[src/hw/rtl/ccwc_pkg.sv]
package ccwc_pkg;

  localparam int MAX_TARGET  = 1023;
  localparam int COUNT_WIDTH = 32;
  localparam int DEPTH       = MAX_TARGET + 1;
  localparam int ADDR_W      = $clog2(DEPTH);
  localparam int VAL_W       = 10;
  localparam int OUT_W       = 32;

  localparam logic [COUNT_WIDTH-1:0] CNT_MAX = '1;

  typedef struct packed {
    logic [VAL_W-1:0] coin_value;
    logic             last_coin;
  } in_t;

  typedef struct packed {
    logic [OUT_W-1:0] ways_count;
    logic             overflow;
  } out_t;

  // request as classified by the front end
  typedef struct packed {
    logic [ADDR_W-1:0] coin;
    logic [ADDR_W-1:0] tgt;
    logic              sweep;
    logic              last;
  } q_ent_t;

  function automatic logic [ADDR_W-1:0] eff_target(input logic [VAL_W-1:0] t);
    if (int'(t) > MAX_TARGET) begin
      return ADDR_W'(MAX_TARGET);
    end else begin
      return ADDR_W'(t);
    end
  endfunction

endpackage

[src/hw/rtl/ccwc_front.sv]
module ccwc_front import ccwc_pkg::*; (
  input  logic             clk,
  input  logic             rst,
  input  logic             start,
  output logic             busy,
  input  in_t              item,
  input  logic             cfg_valid,
  output logic             cfg_ready,
  input  logic [VAL_W-1:0] cfg_data,
  input  logic             init_busy,
  output logic             q_vld,
  output q_ent_t           q_ent,
  input  logic             q_pop
);

  logic [VAL_W-1:0]  target;
  q_ent_t            slots [2];
  logic              wr_ptr;
  logic              rd_ptr;
  logic [1:0]        count;
  logic              push;
  q_ent_t            ent_new;
  logic [ADDR_W-1:0] tgt;

  assign cfg_ready = 1'b1;
  assign busy      = (count == 2'd2) || init_busy;
  assign push      = start && !busy;
  assign q_vld     = (count != 2'd0);
  assign q_ent     = slots[rd_ptr];

  always_comb begin
    tgt           = eff_target(target);
    ent_new.tgt   = tgt;
    ent_new.coin  = ADDR_W'(item.coin_value);
    ent_new.sweep = (item.coin_value != '0) && (int'(item.coin_value) <= int'(tgt));
    ent_new.last  = item.last_coin;
  end

  always_ff @(posedge clk) begin
    if (rst) begin
      target <= '0;
      wr_ptr <= 1'b0;
      rd_ptr <= 1'b0;
      count  <= 2'd0;
    end else begin
      if (cfg_valid && cfg_ready) begin
        target <= cfg_data;
      end
      if (push) begin
        wr_ptr <= !wr_ptr;
      end
      if (q_pop) begin
        rd_ptr <= !rd_ptr;
      end
      count <= count + {1'b0, push} - {1'b0, q_pop};
    end
  end

  always_ff @(posedge clk) begin
    if (push) begin
      slots[wr_ptr] <= ent_new;
    end
  end

endmodule

[config.mk]
export PLATFORM = sky130hd
export DESIGN_NAME = ccwc_front
export DESIGN_NICKNAME = d
export VERILOG_FILES = /design/src/hw/rtl/ccwc_pkg.sv /design/src/hw/rtl/ccwc_front.sv
export SDC_FILE = /design/constraint.sdc
export NUM_CORES = 1
export LEC_CHECK = 0
export ABC_AREA = 1
export BUFFER_PORTS_ARGS = -buffer_cell sky130_fd_sc_hd__buf_4
export CELL_PAD_IN_SITES_DETAIL_PLACEMENT = 1
export CELL_PAD_IN_SITES_GLOBAL_PLACEMENT = 2
export CORE_ASPECT_RATIO = 1.25
export CORE_UTILIZATION = 36
export CTS_CLUSTER_DIAMETER = 60
export CTS_CLUSTER_SIZE = 16
export DETAILED_ROUTE_END_ITERATION = 12
export GPL_ROUTABILITY_DRIVEN = 0
export MAX_ROUTING_LAYER = met4
export PLACE_DENSITY_LB_ADDON = 0.08
export SYNTH_ARGS = -nofsm -noshare
export SYNTH_HDL_FRONTEND = slang
export SYNTH_SLANG_ARGS = --single-unit
[constraint.sdc]
create_clock -name clk -period 2.7 [get_ports clk]
set_clock_uncertainty 0.2 [all_clocks]
set_input_delay 0.135 -clock clk [delete_from_list [all_inputs] [get_ports clk]]
set_output_delay 0.135 -clock clk [all_outputs]
set_load 0.005 [all_outputs]
---- Yosys cells after proc, flatten, opt, wreduce, memory -nomap -nowiden ----
Memories as Yosys holds them, arrays and structs flattened. A register that Yosys moved wholly into a read port is not among the register bits.
Index checks and enable logic that the tools add are counted.
cells by class
  add/subtract/negate cells ............... 2
  $lt $le $gt $ge ......................... 1
  reduce and logical (&&, ||, !) cells .... 8
  multiplexer cells ....................... 4
  equal/unequal tests ..................... 1
operators by type and width
  cell                                  number
  <= comparator 10 bit                  1
  nonzero test 10 bit                   1
  two-way mux 1 bit                     4
  zero test 1 bit                       3
  adder 2 x 1 -> 2 bit                  1
  == test 2 bit, second input constant  1
  logical AND 1 bit                     2
  nonzero test 2 bit                    1
  subtractor 2 x 1 -> 2 bit             1
  logical OR 1 bit                      1
storage, ports and cells
  output and inout port bits .............. 25
  bits of input ports ..................... 27
  memories kept ........................... 1
  logic and storage cells ................. 21
  bits in registers ....................... 14
  memory bits (writable) .................. 44
memory list
  memory  words  bits a word  rd ports  clocked after memory_dff  write ports  RTL line          source
  slots   2      22           1         1                         1            ccwc_front.sv:17  q_ent_t slots [2];

---- Longest topological paths before layout ----
  depth in word-level cells ............... 6
  depth in mapped cells ................... 9
  mapped depth without buffers ............ 9

---- Worst setup path before layout ----
No wires, ideal clock.
  path kind ............................... reg2reg
  start point ............................. register count[0]
  end point ............................... memory slots[1][0] (netlist name), enable pin
  slack ................................... 0.587 ns
  setup time .............................. 0.402 ns
  clock period less this slack ............ 2.113 ns
  data required time ...................... 2.098 ns
  path buffers ............................ 0
  stages on the path, launching flop included .. 5
  arrival time ............................ 1.511 ns
  cell sequence ........................... dfxtp_1 > inv_1 > nand2_1 > nand3_2 > nor2_1
on the way
  cells in the longest elaborated chain, start to end .. 6
RTL lines
  element                                  RTL line          source
  from (decl)                              ccwc_front.sv:20  logic [1:0] count;
  from (signal assigned)                   ccwc_front.sv:55  count <= count + {1'b0, push} - {1'b0, q_pop};
  == test 2 bit                            ccwc_front.sv:26  assign busy = (count == 2'd2) || init_busy;
  logical OR 1 bit                         ccwc_front.sv:26
  zero test 1 bit                          ccwc_front.sv:27  assign push = start && !busy;
  logical AND 1 bit                        ccwc_front.sv:27
  two-way mux 1 bit                        ccwc_front.sv:60  if (push) begin
  two-way mux 1 bit (implied by the code)  ccwc_front.sv:61  slots[wr_ptr] <= ent_new;
  to (decl)                                ccwc_front.sv:17
No other way between the ends.

==> metrics.md <==
| Metric | Value |
|---|---|
| CP top delay family | buffers and inverters |
| Global-route wire length before repair | between 8000 and 9000 µm |
| Post-route clock period utilization | approximately three quarters |
| Ratio of cells with drive above 1 in the final layout | between 30% and 40% |
| Cell repeated most along the worst path | dlygate4sd3_1 |
| Library cell occupying the most area in the post-synthesis netlist | edfxtp_1 |
| Critical path destination | target[0] |
| Cell with the largest stage delay on the worst path | dlygate4sd3_1 |
| Combined area of all synthesized cells | around 0.0025 mm² |
| Critical path launch point type | input port |
| Die Footprint | 0.00724 mm² |
| Number of detailed-route iterations in the first pass | 4 |
| Number of design-rule violations left by the first detailed-router iteration | 42 |
| CP Launch Point | cfg_data[0] |
| Buffers inserted during post-CTS setup optimization | 0 |
| Number of top-level design ports | 52 |
| Critical path class | input port to flip-flop |
| List of cells traversed by the critical path | dlygate4sd3_1 > buf_4 > nand2_1 > dlygate4sd3_1 > a21oi_1 > dlygate4sd3_1 |
| Antenna Nets Post-Route | 0 |
| Global-route total usage across every layer | 16.9% |
| Max-slew violation count | 0 |
| Maximum buffer depth of the clock tree | 2 |
| Number of standard cells after synthesis | around 190 |
| Result of the run | finished, final reports clean |
| Max_cap viols | 0 |
| Pin count of the biggest net entering global routing | 24 |
| Relative area change from synthesis to final layout | 38.2% |
| Cell types occupying the most area after synthesis | edfxtp_1, dfxtp_1, mux2_2, ha_1, inv_1 |
| Per-cell via count in the routed design | about 4.6 |
| Count of fill cells added during filler insertion | 699 |
| Total Neg Setup Slack | 0 ns |
| Sinks on the clock net | between 50 and 60 |
| Power per cell area | 637 mW/mm² |
| Total gr overflow | 0 |
| Post-route DRC violation count | 0 |
| Share of the yosys chip area belonging to registers | 65.3% |
| Origin of the critical flop-to-flop path | count[0] |
| RSZ-0062 raised after global routing | false |
| Antenna violations before repair | 0 |
| CTS clk-pin slew, worst paths | roughly 0.060 ns |
| Clock root buffer | clkbuf_8 |
| Initial core utilization | 37.6% |
| Critical path depth | 6 |
| Arrival time at the worst endpoint | a little over 2 ns |
| Avg WL per Cell | between 10 and 15 µm |
| CTS tree | done |
| Total via count after detailed routing | 1690 |
| Hold violation count in the final report | 0 |
| Number of warnings reported in the yosys synthesis log | 0 |
| Net count after synthesis | 228 |
| Required @ worst endpoint | around 2.7 ns |
| Half-perimeter wire length of the detailed placement result | about 3600 µm |
| Vias in the first global route | 1864 |
| Crit path buffers/inverters | 4 |
| Min-delay worst type | input port to flip-flop |
| Power after layout | 2190 µW |
| Number of different library cells in the post-synthesis netlist | 21 |
| Kind of end point of the critical path | flip-flop |
| Core ar. | 0.00661 mm² |
| Number of setup violations in the final report | 0 |
| Leakage power figure | 0.00141 µW |
| PostCTS Resize Cnt | 0 |
| H-tree levels | 3 |
| Longest individual stage delay on the worst path | 0.55 ns |
| Port buffer count | 50 |
| FF-to-FF path depth | 9 |
| Cell row count | 33 |
| Total Wirelength | 5370 µm |
| Slack of the worst reg-to-reg path | roughly 0.85 ns |
| Seq cells post-synth | between 50 and 60 |
| Average cell area after synthesis | 13.1 µm² |
| TritonCTS buffer count | 9 |
| Minimum period implied by the final worst setup slack | roughly 2.0 ns |
| Ant. Diodes | 0 |
| Worst IR drop on VDD | 359 µV |
| Final hold slack | 0.0433 ns |
| Worst reg2reg path endpoint | count[1] |
| Critical path fanouts, max | 1 |
| Width of the chip | 76.3 µm |
| Post-synth top area share | 53.2% |
| Highest clock rate | 0.498 GHz |
| Die Y-Extent | 94.9 µm |
| Net total in the final layout | 315 |
| Clock network latency to the later pin of the worst-skew pair | roughly 0.33 ns |
==> power breakdown <==
part / switching (µW) / internal (µW) / leakage (µW) / total, µW
registers: 18.6 / 1030 / 0.000531 / 1050
clock network: 343 / 470 / 0.000103 / 813
logic: 149 / 176 / 0.000772 / 325
total: 511 / 1680 / 0.00141 / 2190
==> cells by family after synthesis <==
family / count (synthesis) / share of synthesized area (%)
AOI/OAI and AO/OA: 13 / 3.73
muxes: 22 / 9.97
adders and majority gates: 12 / 6.05
buffers and inverters: 29 / 5.49
xor gates and xnor gates: 2 / 0.705
other: 1 / 0.151
DFF: 59 / 65.3
and+or+nand+nor: 51 / 8.61
==> cells in the final DEF, fill, tap and decap left out, drive strengths merged <==
cell type     n
a211oi        9
a21oi         4
buf          53
bufinv        1
clkbuf       11
clkinv        3
clkinvlp      1
conb          1
dfxtp        15
dlygate4sd3  28
edfxtp       44
ha           12
inv          24
mux2         22
nand2        22
nand3         3
nand4         2
nor2         21
nor3          1
nor3b         2
xnor2         2
==> Yosys cell counts <==
library cell,count
edfxtp_1,44
inv_1,23
mux2_2,22
nand2_1,22
nor2_1,21
dfxtp_1,15
ha_1,12
a211oi_1,8
a21oi_1,4
buf_6,3
nand3_1,2
nand4_1,2
nor3b_1,2
xnor2_1,2
a211oi_2,1
buf_2,1
buf_4,1
conb_1,1
inv_2,1
nand3_2,1
nor3_1,1
==> sequential cells by signal (all words and copies together) (netlist names), named ones only <==
signal	cells
slots	44
rd_ptr	1
count	2
wr_ptr	1
target	10
==> what timing repair did <==
item	CTS	global route
setup endpoints to repair	0	0
hold endpoints to repair	37	0
hold buffers	28	0
==> layer usage <==
metal  global-route usage (%)  up-vias  part of all wire (%)
li1                         -      826                     -
met1                     16.3      820                    38
met2                     31.6       36                    57
met3                     3.48        8                   3.5
met4                     9.62        0                   1.6
met5                        -        -                     0
==> worst min path at each step <==
stage | start | to | depth (start not counted)
floorplan | rst | target[9] | 1
global placement | item[0] | slots[1][0] | 1
detailed placement | item[0] | slots[1][0] | 1
CTS | cfg_valid | target[6] | 4
global route | cfg_valid | target[1] | 4
finish | cfg_valid | target[6] | 4
==> metrics by stage <==
| step | instances | utilization (%) | cell area (µm²) | setup WS, ns |
|---|---|---|---|---|
| global route | 368 | 52.0 | 3430 | 0.640 |
| global placement | 324 | 44.6 | 2950 | 0.985 |
| finish | 368 | 52.0 | 3430 | 0.690 |
| CTS | 368 | 52.0 | 3430 | 0.739 |
| floorplan | 189 | - | 2480 | 0.587 |
| detailed placement | 324 | 44.6 | 2950 | 0.848 |
==> layout make-up <==
cell class              count  area [µm²]  share of cell area [%]
inverters                  24        90.1                    2.62
clock buffers              11         151                    4.41
clock inverters             5        51.3                    1.49
repair buffers             81         678                    19.8
flip-flops and latches     59        1620                    47.2
multi-input cells         101         731                    21.3
well taps                  87         109                    3.17
==> worst reg2reg max path: stages, from the launching register on <==
cell and delay [ns]:
dfxtp_1 0.34, inv_1 0.06, nand2_1 0.10, nand3_2 0.12, ha_1 0.29, inv_1 0.04, ha_1 0.18, xnor2_1 0.21
nand2_1 0.06, nor3b_1 0.13
Note: power is estimated with default switching activity, not from simulation.
